[src/rtl/pfps_sqrt.sv]
// Bit-pair integer square root of the path stepper, truncating, one result
// bit per cycle. Self-contained.
`timescale 1ns / 1ps

module pfps_sqrt (
   input  logic        clock,
   input  logic        reset,
   input  logic        start,
   input  logic [63:0] radicand,
   output logic        done,
   output logic [31:0] root
);
   logic        busy_ff, busy_in;
   logic        done_ff, done_in;
   logic [5:0]  cnt_ff, cnt_in;
   logic [63:0] n_ff, n_in;
   logic [63:0] r_ff, r_in;
   logic [63:0] b_ff, b_in;
   logic [63:0] rb;

   assign rb = r_ff + b_ff;

   always_comb begin
      busy_in = busy_ff;
      done_in = 1'b0;
      cnt_in  = cnt_ff;
      n_in    = n_ff;
      r_in    = r_ff;
      b_in    = b_ff;
      if (start) begin
         busy_in = 1'b1;
         cnt_in  = 6'd32;
         n_in    = radicand;
         r_in    = '0;
         b_in    = 64'h4000_0000_0000_0000;
      end else if (busy_ff) begin
         if (n_ff >= rb) begin
            n_in = n_ff - rb;
            r_in = (r_ff >> 1) + b_ff;
         end else begin
            r_in = r_ff >> 1;
         end
         b_in   = b_ff >> 2;
         cnt_in = cnt_ff - 1'b1;
         if (cnt_ff == 6'd1) begin
            busy_in = 1'b0;
            done_in = 1'b1;
         end
      end
   end

   always_ff @(posedge clock) begin
      if (reset) begin
         busy_ff <= 1'b0;
         done_ff <= 1'b0;
         cnt_ff  <= '0;
      end else begin
         busy_ff <= busy_in;
         done_ff <= done_in;
         cnt_ff  <= cnt_in;
      end
      n_ff <= n_in;
      r_ff <= r_in;
      b_ff <= b_in;
   end

   assign done = done_ff;
   assign root = r_ff[31:0];

endmodule
[config.mk]
export PLATFORM = sky130hd
export DESIGN_NAME = pfps_sqrt
export DESIGN_NICKNAME = d
export VERILOG_FILES = /design/src/rtl/pfps_sqrt.sv
export SDC_FILE = /design/constraint.sdc
export NUM_CORES = 1
export LEC_CHECK = 0
export BUFFER_PORTS_ARGS = -buffer_cell sky130_fd_sc_hd__buf_2
export CAP_MARGIN = 10
export CORE_MARGIN = 2
export CORE_UTILIZATION = 46
export DETAILED_ROUTE_END_ITERATION = 6
export HOLD_SLACK_MARGIN = 0.05
export PLACE_DENSITY = 0.69
export SYNTH_ARGS = -nofsm -noshare
export SYNTH_HDL_FRONTEND = slang
export SYNTH_SLANG_ARGS = --single-unit
[constraint.sdc]
create_clock -name clock -period 11.6 [get_ports clock]
set_input_delay 1.16 -clock clock [delete_from_list [all_inputs] [get_ports clock]]
set_output_delay 1.16 -clock clock [all_outputs]
set_load 0.05 [all_outputs]
# ---- Word level (Yosys, flattened, before mapping)
# Index checks and enable logic that the tools add are counted.
dict set report word_totals {
  ff_bits 168
  in_bits 67
  out_inout_bits 33
  word_cells 29
}
dict set report op_classes {
  add_sub_neg 4
  magnitude_cmp 1
  n_eq_ne 1
  mux 10
  bitwise_logic 1
  reduce_logical 5
}
# operator count
set ops {}
lappend ops {{64-bit 2-to-1 mux} 4}
lappend ops {{63-bit by 63-bit adder with 64-bit output} 1}
lappend ops {{64-bit by 63-bit adder with 64-bit output} 1}
lappend ops {{64-bit greater-or-equal comparator} 1}
lappend ops {{64-bit subtractor} 1}
lappend ops {{6-bit 2-to-1 mux} 2}
lappend ops {{6-bit by 1-bit equality test with 1-bit output (second input constant)} 1}
lappend ops {{6-bit by 1-bit subtractor with 6-bit output (second input constant)} 1}
lappend ops {{1-bit 2-to-1 mux} 4}
lappend ops {{2-bit nonzero test} 2}
lappend ops {{3-bit OR reduction} 1}
lappend ops {{2-bit AND reduction} 1}
lappend ops {{2-bit OR reduction} 1}
lappend ops {{1-bit inverter} 1}

# ---- Longest topological paths before layout
dict set report logic_depth {
  ltp_word 5
  depth_mapped 27
  ltp_nobuf 23
}

# ---- Worst setup path before layout
# Ideal clock, no wire load.
dict set report synth_timing {
  path_kind {register to register}
  start {reg r_ff[14]}
  end {reg n_ff[0] (enable)}
  setup_time_ps 574
  arrival_ps 8987
  required_ps 11026
  path_slack_ps 2039
  stages_incl_launch_ff 24
  n_path_buf 3
  synth_period_minus_slack_ps 9561
  cell_sequence {dfxtp_1 -> ha_1 -> nand4_1 -> nor4_1 -> o211ai_1 -> a211oi_1 -> o21ai_1 -> a31oi_1 -> o21ai_1 -> a2111oi_0 -> o21ai_1 -> xor2_1 -> ha_1 -> nand2_1 -> o21ai_0 -> a21oi_1 -> o21ai_1 -> a221o_1 -> a2111oi_4 -> or2_1 -> buf_6 -> buf_4 -> buf_4 -> o21ai_0}
}
dict set report synth_via {
  elab_chain_cells 4
}
# item line_no
set synth_rtl {}
lappend synth_rtl {{start: declaration} 17} ;# logic [63:0] r_ff, r_in;
lappend synth_rtl {{start signal: assignment} 63} ;# r_ff <= r_in;
lappend synth_rtl {{64-bit by 63-bit adder with 64-bit output} 21} ;# assign rb = r_ff + b_ff;
lappend synth_rtl {{64-bit greater-or-equal comparator} 37} ;# if (n_ff >= rb) begin
lappend synth_rtl {{2-bit nonzero test (no line)} --}
lappend synth_rtl {{2-bit AND reduction (no line)} --}
lappend synth_rtl {{end signal: assignment} 62} ;# n_ff <= n_in;
lappend synth_rtl {{end: declaration} 16} ;# logic [63:0] n_ff, n_in;
# Every way passes these cells.
# A chain may end at the register's enable or synchronous reset.

# ---- Final worst setup path
dict set report layout_timing {
  start {reg r_ff[14]}
  end {reg n_ff[4] (enable)}
}
# The elaborated chain is that of the path after synthesis.

==> results.yml <==
timing:
  skew_ns: 0.0152
  hold_ws_ns: 0.503
  fmax_mhz: 140
  tightest_slew_ns: 0.941
  drv_slew: 0
  setup-violations-final: 0
  period_share_pct: 61.5
  rsz0062_at_grt: "no"
  fin_tns_setup_ns: 0
  finalHoldViolCount: 0
  worst_slack_ns: 4.47
  maxSlewHeadroom_pct: 37.2
  period_needed_ns: 7.13
cts:
  postCtsHoldBufs: 0
  cts_setup_buffers: 0
  cts_tree: "done"
  h-tree-depth: 4
  cts_resized: 0
  numCtsBuffers: 17
  cts-root-buf: "clkbuf_16"
  clock_latency_ns: 0.46
  path_clk_slew_ns: 0.07
  cts.path.max_buffers: 2
  clkSinkCount: 168
route:
  routed_wl_mm: 46.2
  drt_iter0_drc: 1297
  routed_via_density: 6.09
  post-route-drc-count: 0
  ant_nets: 0
  vias: 15000
  wl_per_cell_um: 18.8
  dr.pass1.iters: 6
setup_path:
  startpoint: "r_ff[14]"
  r2r_cells: 22
  cp-end-kind: "flop"
  path_max_fanout: 91
  required_ns: 11.68
  worstPathArrival_ns: 7.22
  startpoint_type: "flop"
  reg2reg_to: "n_ff[4]"
  worst-setup-path-type: "flop to flop"
  reg2reg_from: "r_ff[14]"
  r2r_slack_ns: 4.47
synth:
  synthArstFlopShare_pct: 0
  synth_area_leader_cell: "dfxtp_1"
  synth.yosys.seq_area_share_pct: 25.6
  synth-seq-cells: 168
  synth_edf_count: 64
  syn_inst: 2020
  synthFlopType: "dfxtp_1"
  synth_area_leaders: "dfxtp_1 (13%), edfxtp_1 (12%), ha_1 (11%)"
  synth_area_um2: 15700
  synth_warnings: 0
  synth_nets: 2220
  syn_area_per_cell_um2: 7.75
  yosys-top-cells-count: "nand2_1 (234), nor2_1 (211), o21ai_0 (168), a21oi_1 (140), ha_1 (132)"
  ys_types: 83
  synth.top_cell.area_share_pct: 13.3
  yosysMostFrequentCell: "nand2_1"
floorplanning:
  ios: 100
  row_count: 67
  die-height_um: 189
  dieArea_um2: 35500
  fp.dieW_um: 189
  start_util_pct: 46.7
  coreArea_um2: 33500
cells_and_area:
  drive_gt1_share_pct: 9.71
  area.growth.synth_to_final_pct: 6.20
  stdcell_area_um2: 16600
  n_antenna_cell: 0
  fin_cells: 2456
  utilization_pct: 49.6
  layout.nets: 2195
placement:
  place_inst: 2424
  pre_cts_slack_ns: 4.60
  hpwl_mm: 35.0
  io_buffers: 99
  place_area_um2: 16100
  gp_congestion: 0.980
hold_path:
  hold_depth: 2
  worstHoldStart: "cnt_ff[1]"
  min_to: "cnt_ff[1]"
  hold_path_class: "flop to flop"
grt:
  grt_pass1_wl_mm: 74.6
  antenna_found_initial: 0
  grt_max_degree: 92
  grtUsageTotal_pct: 25.8
  grt_pass1_vias: 14200
  overflow: 0
power_and_ir_drop:
  p_total_mw: 3.80
  p_per_area_nw_per_um2: 228
  cellLeakagePower_nw: 6.45
  vdd_ir_drop_max_mv: 0.144
run_status:
  status: "finished, final reports clean"
job:
  maxCapViolCount: 0
cell families (layout without fill, tap and decap cells):
| group | Yosys count | after routing | share of synthesized area (%) |
|---|---|---|---|
| simple gates | 664 | 664 | 19.1 |
| mux | 50 | 50 | 3.25 |
| xor+xnor | 153 | 153 | 8.55 |
| flops | 168 | 168 | 25.6 |
| fa+ha+maj | 133 | 133 | 10.7 |
| compound gates | 646 | 646 | 26.7 |
| buf+inv | 206 | 194 | 6.13 |
cells in the final DEF (no fill, tap or decap), types with 36 or more instances in the layout:
| cell | Yosys | final |
|---|---|---|
| nand2_1 | 234 | 234 |
| nor2_1 | 211 | 211 |
| o21ai_0 | 168 | 167 |
| a21oi_1 | 140 | 140 |
| ha_1 | 132 | 132 |
| dfxtp_1 | 104 | 103 |
| buf_2 | 22 | 98 |
| xnor2_1 | 86 | 86 |
| a31oi_1 | 69 | 69 |
| xor2_1 | 67 | 67 |
| edfxtp_1 | 64 | 64 |
| inv_1 | 54 | 54 |
| nand4_1 | 45 | 45 |
| mux2i_1 | 43 | 43 |
| o21bai_1 | 41 | 41 |
| a21o_1 | 40 | 40 |
| a211oi_1 | 36 | 36 |
how the worst max path moves through the flow:
stage | end | slack (ns) | cells after the start
after floorplan | n_ff[0] | 2.04 | 23
after global placement | n_ff[0] | 4.72 | 22
after detailed placement | n_ff[5] | 4.60 | 22
after CTS | n_ff[11] | 4.57 | 22
after global routing | n_ff[13] | 3.94 | 22
final | n_ff[4] | 4.47 | 22
area by class of cell:
| cell class | instances | area (µm²) |
|---|---|---|
| tap | 448 | 561 |
| clock inverter | 13 | 129 |
| timing repair buffer | 108 | 569 |
| multi-input combinational | 1646 | 10700 |
| fill | 3281 | 16900 |
| clock buffer | 19 | 454 |
| sequential | 168 | 4010 |
| inverter | 54 | 203 |
worst max-delay path: stages (launching register included):
cell and delay [ns]:
dfxtp_1 0.38, ha_1 0.40, nand4_1 0.14, nor4_1 0.31
o211ai_1 0.25, a211oi_1 0.55, o21ai_1 0.26, a31oi_1 0.27
o21ai_1 0.19, a2111oi_0 0.47, o21ai_1 0.13, xor2_1 0.25
ha_1 0.31, nand2_1 0.15, o21ai_0 0.13, a21oi_1 0.18
o21ai_1 0.08, a221o_1 0.46, a2111oi_4 0.44, or2_2 0.18
buf_4 0.69, o21ai_4 0.04, buf_4 0.40
metal layers:
layer | vias to the layer above | global-route usage [%] | part of all wire, % | wire [µm]
met3 | 70 | 4.06 | 6.2 | 2860
li1 | 7349 | - | - | -
met5 | - | 0 | 0 | 0
met2 | 566 | 44.7 | 48 | 22200
met4 | 0 | 6.94 | 1.9 | 862
met1 | 6965 | 33.3 | 44 | 20200
power by group:
part | switching (mW) | total, mW | internal [mW] | leakage, nW
clock | 0.275 | 0.590 | 0.315 | 0.291
combinational | 1.42 | 2.26 | 0.834 | 4.66
sequential | 0.138 | 0.952 | 0.813 | 1.49
total | 1.84 | 3.80 | 1.96 | 6.45
sequential cells by signal, indices dropped and copies added, names as in the netlist:
name     count
r_ff        64
busy_ff      1
cnt_ff       6
b_ff        32
n_ff        64
done         1
(Power assumes the default switching activity.)
