[src/rtl/pfps_mul.sv]
// Shared unsigned multiplier of the path stepper, 33 by 31 bits, with a
// registered product. Self-contained.
`timescale 1ns / 1ps

module pfps_mul (
   input  logic        clock,
   input  logic [32:0] a,
   input  logic [30:0] b,
   output logic [63:0] product
);
   logic [63:0] product_ff;
   logic [63:0] product_in;

   assign product_in = 64'(a) * 64'(b);
   assign product = product_ff;

   always_ff @(posedge clock) begin
      product_ff <= product_in;
   end

endmodule

[config.mk]
export PLATFORM = sky130hd
export DESIGN_NAME = pfps_mul
export DESIGN_NICKNAME = d
export VERILOG_FILES = /design/src/rtl/pfps_mul.sv
export SDC_FILE = /design/constraint.sdc
export NUM_CORES = 2
export LEC_CHECK = 0
export BUFFER_PORTS_ARGS = -buffer_cell sky130_fd_sc_hd__buf_2
export CORE_MARGIN = 4
export CORE_UTILIZATION = 50
export CTS_BUF_LIST = sky130_fd_sc_hd__clkbuf_16
export DETAILED_ROUTE_END_ITERATION = 8
export GPL_TIMING_DRIVEN = 0
export PLACE_DENSITY = 0.74
export SLEW_MARGIN = 10
export SYNTH_ARGS = -nofsm -noshare
export SYNTH_HDL_FRONTEND = slang
export SYNTH_SLANG_ARGS = --single-unit
export TNS_END_PERCENT = 10
[constraint.sdc]
create_clock -name clock -period 15 [get_ports clock]
set_input_delay 1.5 -clock clock [delete_from_list [all_inputs] [get_ports clock]]
set_output_delay 1.5 -clock clock [all_outputs]
set_load 0.03 [all_outputs]
* Yosys cells after proc, flatten, opt, wreduce, memory -nomap -nowiden *
Index checks and enable logic that the tools add are counted.

storage, ports and cells
  output and inout port bits = 64
  input port bits = 65
  flip-flop bits (word level) = 64
  word-level logic and storage cells = 2

operators by class
  $mul = 1

operators by type and width
  cell            number
  $mul 33x31->64  1

* Longest topological paths before layout *
  depth in word-level cells = 1
  depth in mapped cells = 30
  mapped depth without buffers = 29

* Worst setup path after synthesis *
No wires, ideal clock.

  path kind = in2reg
  from = input a[25]
  to = register product_ff[60] (netlist: product[60])
  required time = 14869 ps
  path slack = 6602 ps
  data arrival time = 8267 ps
  library setup time = 131 ps
  path buffers = 2
  stages = 28
  path through = clkbuf_1 -> nand2_1 -> fa_1 -> inv_1 -> fa_1 -> inv_1 -> fa_1 -> inv_1 -> fa_1 -> fa_1 -> inv_1 -> fa_1 -> fa_1 -> fa_1 -> inv_1 -> ha_1 -> buf_2 -> a21oi_1 -> inv_2 -> a21o_1 -> a21oi_1 -> o21ai_0 -> a21oi_4 -> nand2_2 -> a221o_2 -> a311oi_4 -> o31ai_1 -> xor2_1

between the ends
  cells in the longest elaborated chain, start to end = 1

RTL lines
  what                    line  source
  start: declaration      7     input logic [32:0] a,
  $mul 33x31->64          14    assign product_in = 64'(a) * 64'(b);
  net product_in[60]      12    logic [63:0] product_in;
  end signal: assignment  18    product_ff <= product_in;
  end: declaration        11    logic [63:0] product_ff;

The timed path passes the listed nets, and every way through them passes these cells.

* Worst setup path in the final report *
  from = input b[5]
  to = register product_ff[62] (netlist: product[62])

between the ends
  cells in the longest elaborated chain, start to end = 1

RTL lines
  what                line  source
  start: declaration  8     input logic [30:0] b,
  $mul 33x31->64      14
  net product_in[62]  12

The timed path passes the listed nets, and every way through them passes these cells.

==> impl_metrics.prom <==
# TYPE chip_impl_metric gauge
chip_impl_metric{name="setup_total_negative_slack",unit="ps"} 0
chip_impl_metric{name="viasPerCell",unit=""} 5.75
chip_impl_info{name="post_synth_main_area_contributors",value="sky130_fd_sc_hd__fa_1 (52%), sky130_fd_sc_hd__inv_1 (9.7%), sky130_fd_sc_hd__ha_1 (9.4%), sky130_fd_sc_hd__and2_1 (8.2%), sky130_fd_sc_hd__nand2_1 (6.9%)"} 1
chip_impl_metric{name="cts.repair.resized",unit=""} 0
chip_impl_metric{name="maxClockFrequency",unit="MHz"} 93.9
chip_impl_info{name="synth_commonest_cells",value="sky130_fd_sc_hd__fa_1 (895), sky130_fd_sc_hd__inv_1 (887), sky130_fd_sc_hd__nand2_1 (630)"} 1
chip_impl_metric{name="vias",unit=""} 27500
chip_impl_metric{name="max_slew_headroom_at_the_worst_pin",unit="%"} 7.60
chip_impl_metric{name="netlist_instances",unit=""} 3765
chip_impl_metric{name="tritoncts.num_buffers",unit=""} 9
chip_impl_metric{name="place.gp.congestion",unit=""} 1.04
chip_impl_metric{name="fin_ws",unit="ps"} 4350
chip_impl_info{name="postSynth.topFlopCell",value="sky130_fd_sc_hd__dfxtp_1"} 1
chip_impl_info{name="crit_path_start_kind",value="input port"} 1
chip_impl_metric{name="die_span_x",unit="µm"} 270
chip_impl_metric{name="yosys_top_cell_area_share",unit="%"} 52.4
chip_impl_metric{name="gr-usage-all-layers",unit="%"} 34.9
chip_impl_metric{name="die_height",unit="µm"} 270
chip_impl_metric{name="final_min_period_over_clock_period",unit="%"} 71.0
chip_impl_info{name="rsz0062_at_grt",value="no"} 1
chip_impl_metric{name="post_route_cells_drive_above_1_share",unit="%"} 4.58
chip_impl_metric{name="drc",unit=""} 0
chip_impl_metric{name="asyncSetResetFlopFracSynth",unit="%"} 0
chip_impl_info{name="worst-setup-path-type",value="in2reg"} 1
chip_impl_metric{name="cts.hold.buffers_added",unit=""} 0
chip_impl_metric{name="post_synth_num_cell_types",unit=""} 60
chip_impl_metric{name="layout-area-overhead-vs-synth",unit="%"} 6.02
chip_impl_metric{name="ant_nets",unit=""} 0
chip_impl_metric{name="floorplan.initialDensity",unit="%"} 50.6
chip_impl_metric{name="overflow",unit=""} 0
chip_impl_metric{name="drt_pass1_iterations",unit=""} 6
chip_impl_metric{name="drt_iter0_markers",unit=""} 2881
chip_impl_metric{name="yosys_warnings",unit=""} 0
chip_impl_info{name="tritoncts_clock_tree",value="yes"} 1
chip_impl_metric{name="tightest_slew",unit="ps"} 1390
chip_impl_metric{name="core",unit="µm²"} 67500
chip_impl_metric{name="place_ws",unit="ps"} 4310
chip_impl_metric{name="dp.final_hpwl",unit="µm"} 103000
chip_impl_metric{name="finalHoldViolations",unit=""} 0
chip_impl_metric{name="yosys_register_bits",unit=""} 64
chip_impl_info{name="cts_root_buffer",value="sky130_fd_sc_hd__clkbuf_16"} 1
chip_impl_metric{name="cp_max_fo",unit=""} 10
chip_impl_metric{name="post_synth_edffs",unit=""} 0
chip_impl_metric{name="crit_arrival",unit="ps"} 10950
chip_impl_metric{name="fillers",unit=""} 6189
chip_impl_info{name="run_status",value="completed"} 1
chip_impl_metric{name="vias_in_the_first_global_route",unit=""} 28900
chip_impl_metric{name="row_count",unit=""} 95
chip_impl_metric{name="flip_flop_count_of_the_largest_register_after_layout",unit=""} 64
chip_impl_metric{name="net_count_of_the_finished_layout",unit=""} 5121
chip_impl_metric{name="final_max_slew_viol_count",unit=""} 0
chip_impl_metric{name="numPortBuffers",unit=""} 128
chip_impl_metric{name="final_cell_count_no_fill",unit=""} 4794
chip_impl_info{name="hold_class",value="in2reg"} 1
chip_impl_metric{name="buffers_inserted_by_post_cts_timing_repair",unit=""} 0
chip_impl_metric{name="total_die_area",unit="µm²"} 72600
chip_impl_info{name="most_frequent_cell_after_synthesis",value="sky130_fd_sc_hd__fa_1"} 1
chip_impl_metric{name="cts_sinks",unit=""} 64
chip_impl_info{name="synth_top_area_cell",value="sky130_fd_sc_hd__fa_1"} 1
chip_impl_metric{name="worst-endpoint-required",unit="ps"} 15300
chip_impl_metric{name="synth_fp_nets",unit=""} 4982
chip_impl_metric{name="synth_area",unit="µm²"} 34200
chip_impl_metric{name="largest_net_degree_at_the_start_of_global_routing",unit=""} 13
chip_impl_metric{name="clock_tree.buffer_depth",unit=""} 2
chip_impl_metric{name="detail_route.wl_per_cell",unit="µm"} 26.2
chip_impl_metric{name="report.final.setup_viol",unit=""} 0
chip_impl_metric{name="layout_min_cycle_time",unit="ps"} 10650
chip_impl_metric{name="io_pins",unit=""} 129
chip_impl_metric{name="max_cap_violations",unit=""} 0
chip_impl_metric{name="place.detailed.instances",unit=""} 4766
chip_impl_metric{name="sequential_fraction_of_the_synthesis_area",unit="%"} 3.75
chip_impl_metric{name="global_route_wire_length_before_repair",unit="µm"} 185000
chip_impl_metric{name="cts.reportedPaths.clkPinSlew",unit="ps"} 60
chip_impl_metric{name="ctsHtreeMaxLevel",unit=""} 3
chip_impl_info{name="setup.worst_path.end_class",value="flop"} 1
chip_impl_metric{name="route.final.wire_length",unit="µm"} 125000
chip_impl_metric{name="syn-mean-instance-area",unit="µm²"} 9.08
chip_impl_metric{name="grt_antenna_before_repair",unit=""} 21
## cells in the final DEF (no fill, tap or decap), types with 12 or more instances in the layout
cell and instances:
sky130_fd_sc_hd__a21o_1 33, sky130_fd_sc_hd__a21oi_1 62, sky130_fd_sc_hd__and2_1 446, sky130_fd_sc_hd__buf_2 138, sky130_fd_sc_hd__clkbuf_1 207, sky130_fd_sc_hd__dfxtp_1 64, sky130_fd_sc_hd__diode_2 12, sky130_fd_sc_hd__fa_1 895
sky130_fd_sc_hd__ha_1 257, sky130_fd_sc_hd__inv_1 887, sky130_fd_sc_hd__nand2_1 630, sky130_fd_sc_hd__nand4_1 19, sky130_fd_sc_hd__nor2_1 37, sky130_fd_sc_hd__o21ai_0 30, sky130_fd_sc_hd__xnor2_1 35, sky130_fd_sc_hd__xor2_1 29
## critical path: stages
cell and delay [ps]:
sky130_fd_sc_hd__buf_2 290, sky130_fd_sc_hd__clkbuf_1 820, sky130_fd_sc_hd__nand2_1 190, sky130_fd_sc_hd__fa_1 540, sky130_fd_sc_hd__fa_1 530, sky130_fd_sc_hd__inv_1 60, sky130_fd_sc_hd__fa_1 500, sky130_fd_sc_hd__inv_1 50
sky130_fd_sc_hd__fa_1 460, sky130_fd_sc_hd__fa_1 520, sky130_fd_sc_hd__inv_1 50, sky130_fd_sc_hd__fa_1 540, sky130_fd_sc_hd__fa_1 480, sky130_fd_sc_hd__fa_1 620, sky130_fd_sc_hd__ha_1 470, sky130_fd_sc_hd__and3_1 260
sky130_fd_sc_hd__and4_1 230, sky130_fd_sc_hd__nand3_1 80, sky130_fd_sc_hd__a21oi_1 340, sky130_fd_sc_hd__o21ai_1 230, sky130_fd_sc_hd__nor3b_2 240, sky130_fd_sc_hd__o31ai_1 980, sky130_fd_sc_hd__a221o_1 380, sky130_fd_sc_hd__a31oi_1 200
sky130_fd_sc_hd__a21oi_1 200, sky130_fd_sc_hd__xor2_1 160
## path summary, 6_finish.rpt
path / from / to / slack [ps] / cells past startpoint
worst max-delay path: b[5] / product[62]$_DFF_P_ / 4350 / 26
worst min-delay path: b[0] / product[0]$_DFF_P_ / 1440 / 2
## per-layer routing
metal / up-vias / track usage (%) / wire length (µm)
li1: 11100 / - / -
met1: 13900 / 42.9 / 43100
met2: 1935 / 54.7 / 55800
met3: 561 / 9.69 / 15400
met4: 6 / 22.3 / 11100
met5: - / 0 / 36
## cell families after synthesis
kind of cell,Yosys count,synth area share (%)
flip-flops,64,3.75
AND/OR/NAND/NOR,1184,16.8
AO/OA/AOI/OAI,196,3.87
adder cells (fa/ha/maj),1152,61.8
XOR/XNOR,64,1.64
buffers and inverters,1105,12.2
## final cells by class
type | instances | area (µm²) | share of cell area, %
Timing Repair Buffer | 128 | 641 | 1.77
Multi-Input combinational cell | 2596 | 28800 | 79.3
Antenna cell | 12 | 30.0 | 0.0828
Tap cell | 873 | 1090 | 3.01
Sequential cell | 64 | 1280 | 3.53
Clock inverter | 7 | 71.3 | 0.197
Buffer | 217 | 827 | 2.28
Clock buffer | 9 | 225 | 0.621
Inverter | 888 | 3330 | 9.19
## metrics by stage
| stage | area, µm² | utilization (%) | hold WS (ps) |
|---|---|---|---|
| after floorplan | 34200 | - | 1630 |
| after global placement | 35900 | 53.2 | 1810 |
| after detailed placement | 35900 | 53.2 | 1810 |
| after CTS | 36200 | 53.7 | 1430 |
| after global routing | 36200 | 53.7 | 1460 |
| final | 36300 | 53.7 | 1440 |
Power is left out: the tool's default activity adds up to more than one toggle a clock period on the data nets, which glitch-free logic cannot reach.
