===== config.mk =====
export PLATFORM = sky130hd
export DESIGN_NAME = pfps_div
export DESIGN_NICKNAME = d
export VERILOG_FILES = /design/src/rtl/pfps_pkg.sv /design/src/rtl/pfps_div.sv
export SDC_FILE = /design/constraint.sdc
export NUM_CORES = 1
export LEC_CHECK = 0
export ABC_CLOCK_PERIOD_IN_PS = 3200
export CORE_AREA = 2 2 148 106
export CTS_CLUSTER_SIZE = 20
export DETAILED_ROUTE_END_ITERATION = 6
export DIE_AREA = 0 0 150 108
export DONT_BUFFER_PORTS = 1
export HOLD_SLACK_MARGIN = 0.1
export SLEW_MARGIN = 20
export SYNTH_ARGS = -nofsm -noshare
export SYNTH_HDL_FRONTEND = slang
export SYNTH_SLANG_ARGS = --single-unit

===== constraint.sdc =====
create_clock -name clock -period 3.2 [get_ports clock]
set_input_delay 0.32 -clock clock [delete_from_list [all_inputs] [get_ports clock]]
set_output_delay 0.32 -clock clock [all_outputs]
set_load 0.1 [all_outputs]

===== src/rtl/pfps_pkg.sv =====
// Package for the potential field path stepper: word types, codes and
// fixed-point helpers. Used by the top module and pfps_div; depends on nothing.
`timescale 1ns / 1ps

package pfps_pkg;

   // Item kinds.
   localparam logic [1:0] KIND_CLEAR = 2'd0;
   localparam logic [1:0] KIND_ADD   = 2'd1;
   localparam logic [1:0] KIND_STEP  = 2'd2;

   // Result status codes.
   localparam logic [1:0] STATUS_OK   = 2'd0;
   localparam logic [1:0] STATUS_FULL = 2'd1;
   localparam logic [1:0] STATUS_ZERO = 2'd2;

   // Register indexes on the csr port.
   localparam logic [2:0] CSR_TARGET_X      = 3'd0;
   localparam logic [2:0] CSR_TARGET_Y      = 3'd1;
   localparam logic [2:0] CSR_STEP_DISTANCE = 3'd2;
   localparam logic [2:0] CSR_ATTRACTION    = 3'd3;
   localparam logic [2:0] CSR_ARRIVE_RADIUS = 3'd4;

   // Width of a vector magnitude: isqrt of a 63-bit sum, shifted up by two.
   localparam int MAG_W = 34;

   localparam logic [30:0] SAT_MAX = 31'h7FFF_FFFF;

   typedef struct packed {
      logic [1:0]         kind;
      logic signed [31:0] obstacle_x;
      logic signed [31:0] obstacle_y;
      logic [30:0]        obstacle_weight;
   } req_word_type;

   typedef struct packed {
      logic signed [31:0] pos_x;
      logic signed [31:0] pos_y;
      logic               arrived;
      logic [1:0]         status;
   } rsp_word_type;

   function automatic logic [32:0] abs33(input logic signed [32:0] v);
      abs33 = v[32] ? 33'(-v) : 33'(v);
   endfunction

   function automatic logic signed [31:0] sat32(input logic signed [65:0] v);
      if (v > 66'sh0_7FFF_FFFF) begin
         sat32 = 32'sh7FFF_FFFF;
      end else if (v < -66'sh0_8000_0000) begin
         sat32 = 32'sh8000_0000;
      end else begin
         sat32 = v[31:0];
      end
   endfunction

endpackage


===== src/rtl/pfps_div.sv =====
// Restoring divider of the path stepper, one quotient bit per cycle.
// Uses pfps_pkg for the divisor width.
`timescale 1ns / 1ps

module pfps_div #(
   parameter int DW = 64
) (
   input  logic                    clock,
   input  logic                    reset,
   input  logic                    start,
   input  logic [DW-1:0]           dividend,
   input  logic [pfps_pkg::MAG_W-1:0] divisor,
   output logic                    done,
   output logic [DW-1:0]           quotient
);
   import pfps_pkg::*;

   localparam int CNTW = $clog2(DW + 1);

   logic            busy_ff, busy_in;
   logic            done_ff, done_in;
   logic [CNTW-1:0] cnt_ff, cnt_in;
   logic [DW-1:0]   quo_ff, quo_in;
   logic [MAG_W-1:0] rem_ff, rem_in;
   logic [MAG_W:0]  trial;
   logic [MAG_W:0]  diff;

   assign trial = {rem_ff, quo_ff[DW-1]};
   assign diff  = trial - {1'b0, divisor};

   always_comb begin
      busy_in = busy_ff;
      done_in = 1'b0;
      cnt_in  = cnt_ff;
      quo_in  = quo_ff;
      rem_in  = rem_ff;
      if (start) begin
         busy_in = 1'b1;
         cnt_in  = CNTW'(DW);
         quo_in  = dividend;
         rem_in  = '0;
      end else if (busy_ff) begin
         if (!diff[MAG_W]) begin
            rem_in = diff[MAG_W-1:0];
            quo_in = {quo_ff[DW-2:0], 1'b1};
         end else begin
            rem_in = trial[MAG_W-1:0];
            quo_in = {quo_ff[DW-2:0], 1'b0};
         end
         cnt_in = cnt_ff - 1'b1;
         if (cnt_ff == CNTW'(1)) begin
            busy_in = 1'b0;
            done_in = 1'b1;
         end
      end
   end

   always_ff @(posedge clock) begin
      if (reset) begin
         busy_ff <= 1'b0;
         done_ff <= 1'b0;
         cnt_ff  <= '0;
      end else begin
         busy_ff <= busy_in;
         done_ff <= done_in;
         cnt_ff  <= cnt_in;
      end
      quo_ff <= quo_in;
      rem_ff <= rem_in;
   end

   assign done = done_ff;
   assign quotient = quo_ff;

endmodule


---- Yosys cells after proc, flatten, opt, wreduce, memory -nomap -nowiden ----
Cells that the tools add are included.
word-level totals
  output and inout port bits .............. 65
  register bits ........................... 107
cells by class
  $add $sub $neg .......................... 2
  mux-type cells .......................... 10
  equality and inequality tests ........... 1
  reductions and logical operators ........ 3
  bitwise operators ....................... 1
operators by type and width
  operator             count
  $mux 64              2
  $sub 35x34->35       1
  $mux 34              1
  $mux 7               2
  $eq 7x1->1 const B   1
  $sub 7x1->7 const B  1
  $mux 1               5
  $reduce_or 3->1      1
  $reduce_bool 2->1    1
  $reduce_or 2->1      1
  $not 1->1            1

---- Depth between registers and ports, before layout ----
  depth in word-level cells ............... 4
  gate-level depth with buffers ........... 14
  mapped depth without buffers ............ 13

---- Worst setup path before layout ----
OpenSTA, ideal clock, no wires.
  kind .................................... register -> register
  start ................................... register quo_ff[63] (netlist: quotient[63])
  end ..................................... register rem_ff[10]
  setup slack ............................. -0.570 ns
  stages on the path, launching flop included .. 15
  data arrival time ....................... 3.679 ns
  clock period less this slack ............ 3.770 ns
  setup time .............................. 0.091 ns
  cells stage by stage .................... edfxtp_1 > inv_1 > ha_1 > inv_1 > fa_1 > a21o_1 > a21o_1 > a221o_1 > a21boi_2 > o31ai_2 > a41oi_2 > xnor2_2 > clkbuf_1 > nand2_1 > a311oi_1
on the way
  word-level cells in the longest chain between the ends .. 2
RTL lines
  what                    line            source
  from (decl)             pfps_div.sv:23  logic [DW-1:0] quo_ff, quo_in;
  from (signal assigned)  pfps_div.sv:68  quo_ff <= quo_in;
  $sub 35x34->35          pfps_div.sv:29  assign diff = trial - {1'b0, divisor};
  $mux 34                 pfps_div.sv:43  if (!diff[MAG_W]) begin
  to (signal assigned)    pfps_div.sv:69  rem_ff <= rem_in;
  to (decl)               pfps_div.sv:24  logic [MAG_W-1:0] rem_ff, rem_in;
No other way between the ends.
A chain may end at the register's enable or synchronous reset.

---- Worst setup path after layout ----
  start ................................... register quo_ff[63] (netlist: quotient[63])
  end ..................................... register rem_ff[31]
Same word-level chain as after synthesis.

==> results.md <==
* Cell Int Power at roughly 2600 uW
* Top-area cell type share of the netlist area at 0.294
* Pwr dens at ~560 mW/mm2
* Logic gate share of total power at 0.194
* Outcome: complete, but fails checks
* Post-synthesis sequential area ratio at 0.425
* Hpwl dp at approximately 12000 um
* Initial DRC count at about 350
* Number of library cell types mapped by synthesis at between 60 and 70
* GRT overflow at 0
* Met3 Use GR at 0.0426
* Grt met1 use at 0.290
* Syn avg cell area at 9.92 um2
* Hold Path Cell Cnt at 2
* Final Max Slew Viols at 0
* Mapped Nets at ~800
* Dominant cell type by area after synthesis: edfxtp_1
* Worst Max-Slew Pin Slew at 0.992 ns
* Violated checks: negative setup slack
* Core outline area at between 0.01 and 0.015 mm2
* Most frequent cell after synthesis: nand2_1
* Most Crowded Layer GR: met2
* Die W at 150 um
* Remaining DRCs at 0
* Post-synth EDFFs at between 60 and 70
* WL/cell at 19.4 um
* # diodes at 0
* Nature of the critical path endpoint: register
* Initial antenna violation count at 0
* Via/cell ratio at about 5.8
* Die height at between 100 and 150 um
* Total power at 4280 uW
* Net Sw Frac at 0.403
* IO Pins at ~170
* First-pass GRT wire length at roughly 26000 um
* NumNets Final at approximately 830
* Synth top cells by count: nand2_1, edfxtp_1, mux2_2
* Netlist Area Pre-Place at ~0.0065 mm2
* Critical path class: register to register
* GP Congestion at approximately 0.87
* Max Freq at between 300 and 400 MHz
* Final hold vios at 0
* Clock power frac at 0.266
* Final Skew at about 0.0088 ns
* Drt pass-1 iters at 5
* Hold Path Origin: start
* Total number of vias at between 5000 and 6000
* Leakage power at 0.00312 uW
* Worst Hold Class: input pin to register
* Tot GR Track Use at 0.203
* CTS tree: yes
* Reg2Reg Setup Slack at -0.11 ns
* Largest net degree at the start of global routing at 89
* Root Driver: clkbuf_16
* Final worst setup slack at -0.106 ns
* Placed inst area at about 0.0070 mm2
* Synth-to-layout area growth at 17.2%
* Tcrit/Tclk final at 1.03
* Max-slew headroom at 0.338
* Die ar. at around 0.016 mm2
* Min Tclk post-route at 3.31 ns
* CTS clk-pin slew, worst paths at 0.08 ns
* Synth warn at 0
* H-tree depth at 3
* Clk sinks at around 110
* Clk buf depth at 2
* Worst reg2reg startpoint: quotient[63]
* Required time worst endpoint at around 3.4 ns
* Max-cap violations at 0
* CP max FO at 5
* Unrepaired setup endpoints after global routing: yes
* Share of flip-flops with an asynchronous set or reset at 0
* GRT met2 Usage at 0.313
* Synth top area cells: edfxtp_1, dfxtp_1, mux2_2
* Number of CTS-inserted buffers at 9
* Ys flop type: edfxtp_1
* Setup-failing EPs final at 31
* Clock latency on the worst-skew pair at between 0.3 and 0.4 ns
* Number of synthesized register bits at between 100 and 150
* PortBufs at 0
* Row count at 37
* Register-to-Register Path Depth at 15
* Hold Path Sink: busy_ff
* Power share of the sequential group at 0.540
* Number of global-route vias before repair at between 4000 and 5000
* Crit path DAT at roughly 3.5 ns
* Share of cells above drive strength 1 at 0.251
* Initial Util at 0.448
* Antenna-violating nets left at 0
* CP Launch Type: register
* Worst VDD drop at about 0.0003 V
* Critical R2R Capture: rem_ff[31]
* Drt total wl at 17400 um
* Post-Syn Instances at 660
* Fin area at 0.00767 mm2
* Sw Pwr at between 1500 and 2000 uW
-- layout by cell type (no fill, tap or decap), drive strengths merged, types with 13 or more instances in the layout --
cell / count
nor2: 51
dfxtp: 43
a311oi: 15
xnor2: 20
edfxtp: 64
xor2: 16
mux2: 63
buf: 54
nand2: 68
o21ai: 30
mux2i: 13
ha: 36
a21o: 19
inv: 51
a21oi: 34
-- worst max-delay path by stage --
stage	from	end	slack (ns)	depth (start not counted)
after floorplan	quotient[63]	rem_ff[15]	-0.32	14
after global placement	quotient[63]	rem_ff[30]	0.05	15
after detailed placement	quotient[63]	rem_ff[25]	-0.08	15
after CTS	quotient[63]	rem_ff[21]	-0.07	15
after global routing	quotient[63]	rem_ff[30]	-0.26	15
final	quotient[63]	rem_ff[31]	-0.11	15
-- registers in the layout (all words and copies together) (netlist names) --
name / count
busy_ff: 1
cnt_ff: 7
done: 1
quotient: 64
rem_ff: 34
-- logic make-up (layout without fill, tap and decap cells) --
kind of cell,count (synthesis),in the layout,share of synthesized area
multiplexers,76,76,0.128
buffers and inverters,84,122,0.0504
AO/OA/AOI/OAI,154,154,0.162
AND/OR/NAND/NOR,166,166,0.112
adder cells (fa/ha/maj),37,37,0.0719
flip-flops,107,107,0.425
XOR/XNOR,36,36,0.0505
-- worst max-delay path, cell delays in order (launching register included) --
cell	delay [ns]
edfxtp_1	0.40
inv_1	0.09
ha_2	0.18
inv_2	0.04
fa_2	0.34
a21o_1	0.16
a21o_1	0.17
a221o_1	0.35
a21boi_2	0.24
o31ai_4	0.11
a41oi_2	0.19
buf_4	0.17
xnor2_4	0.21
clkbuf_16	0.25
mux2i_1	0.20
o21ai_1	0.07
-- power by group through the flow --
stage / Combinational (uW) / Clock, uW / Sequential, uW
finish: 830 / 1140 / 2310
global route: 905 / 1220 / 2320
CTS: 760 / 1180 / 2310
detailed placement: 738 / 0 / 2340
global placement: 721 / 0 / 2340
floorplan: 548 / 0 / 2320
-- layer usage --
layer,vias up,share of wire
li1,2472,-
met1,2488,0.46
met2,212,0.45
met3,23,0.072
met4,0,0.015
met5,-,0
-- metrics by stage --
step | hold WS (ns) | worst slack [ns] | instances | util | setup TNS [ns]
floorplan | 0.389 | -0.315 | 660 | - | -9.42
global placement | 0.392 | 0.0546 | 865 | 0.482 | 0
detailed placement | 0.398 | -0.0817 | 865 | 0.482 | -0.533
CTS | 0.0264 | -0.0710 | 886 | 0.508 | -0.466
global route | 0.143 | -0.257 | 893 | 0.524 | -6.74
finish | 0.128 | -0.106 | 893 | 0.524 | -2.00
-- final cells by class --
| cell class | instances | area, um2 |
|---|---|---|
| clock buffers | 9 | 225 |
| clock inverters | 7 | 86.3 |
| fillers | 1338 | 6960 |
| inverters | 49 | 184 |
| multi-input cells | 469 | 3610 |
| flip-flops and latches | 107 | 2780 |
| well taps | 195 | 244 |
| repair buffers | 57 | 543 |
-- timing repair --
item	CTS	global route
hold buffers	1	1
cloned	1	2
pin swaps	3	18
endpoints found under the hold margin	19	17
buffers inserted	3	4
gates resized for setup	4	31
endpoints found under the setup margin	26	35
Note: power is estimated with default switching activity, not from simulation.
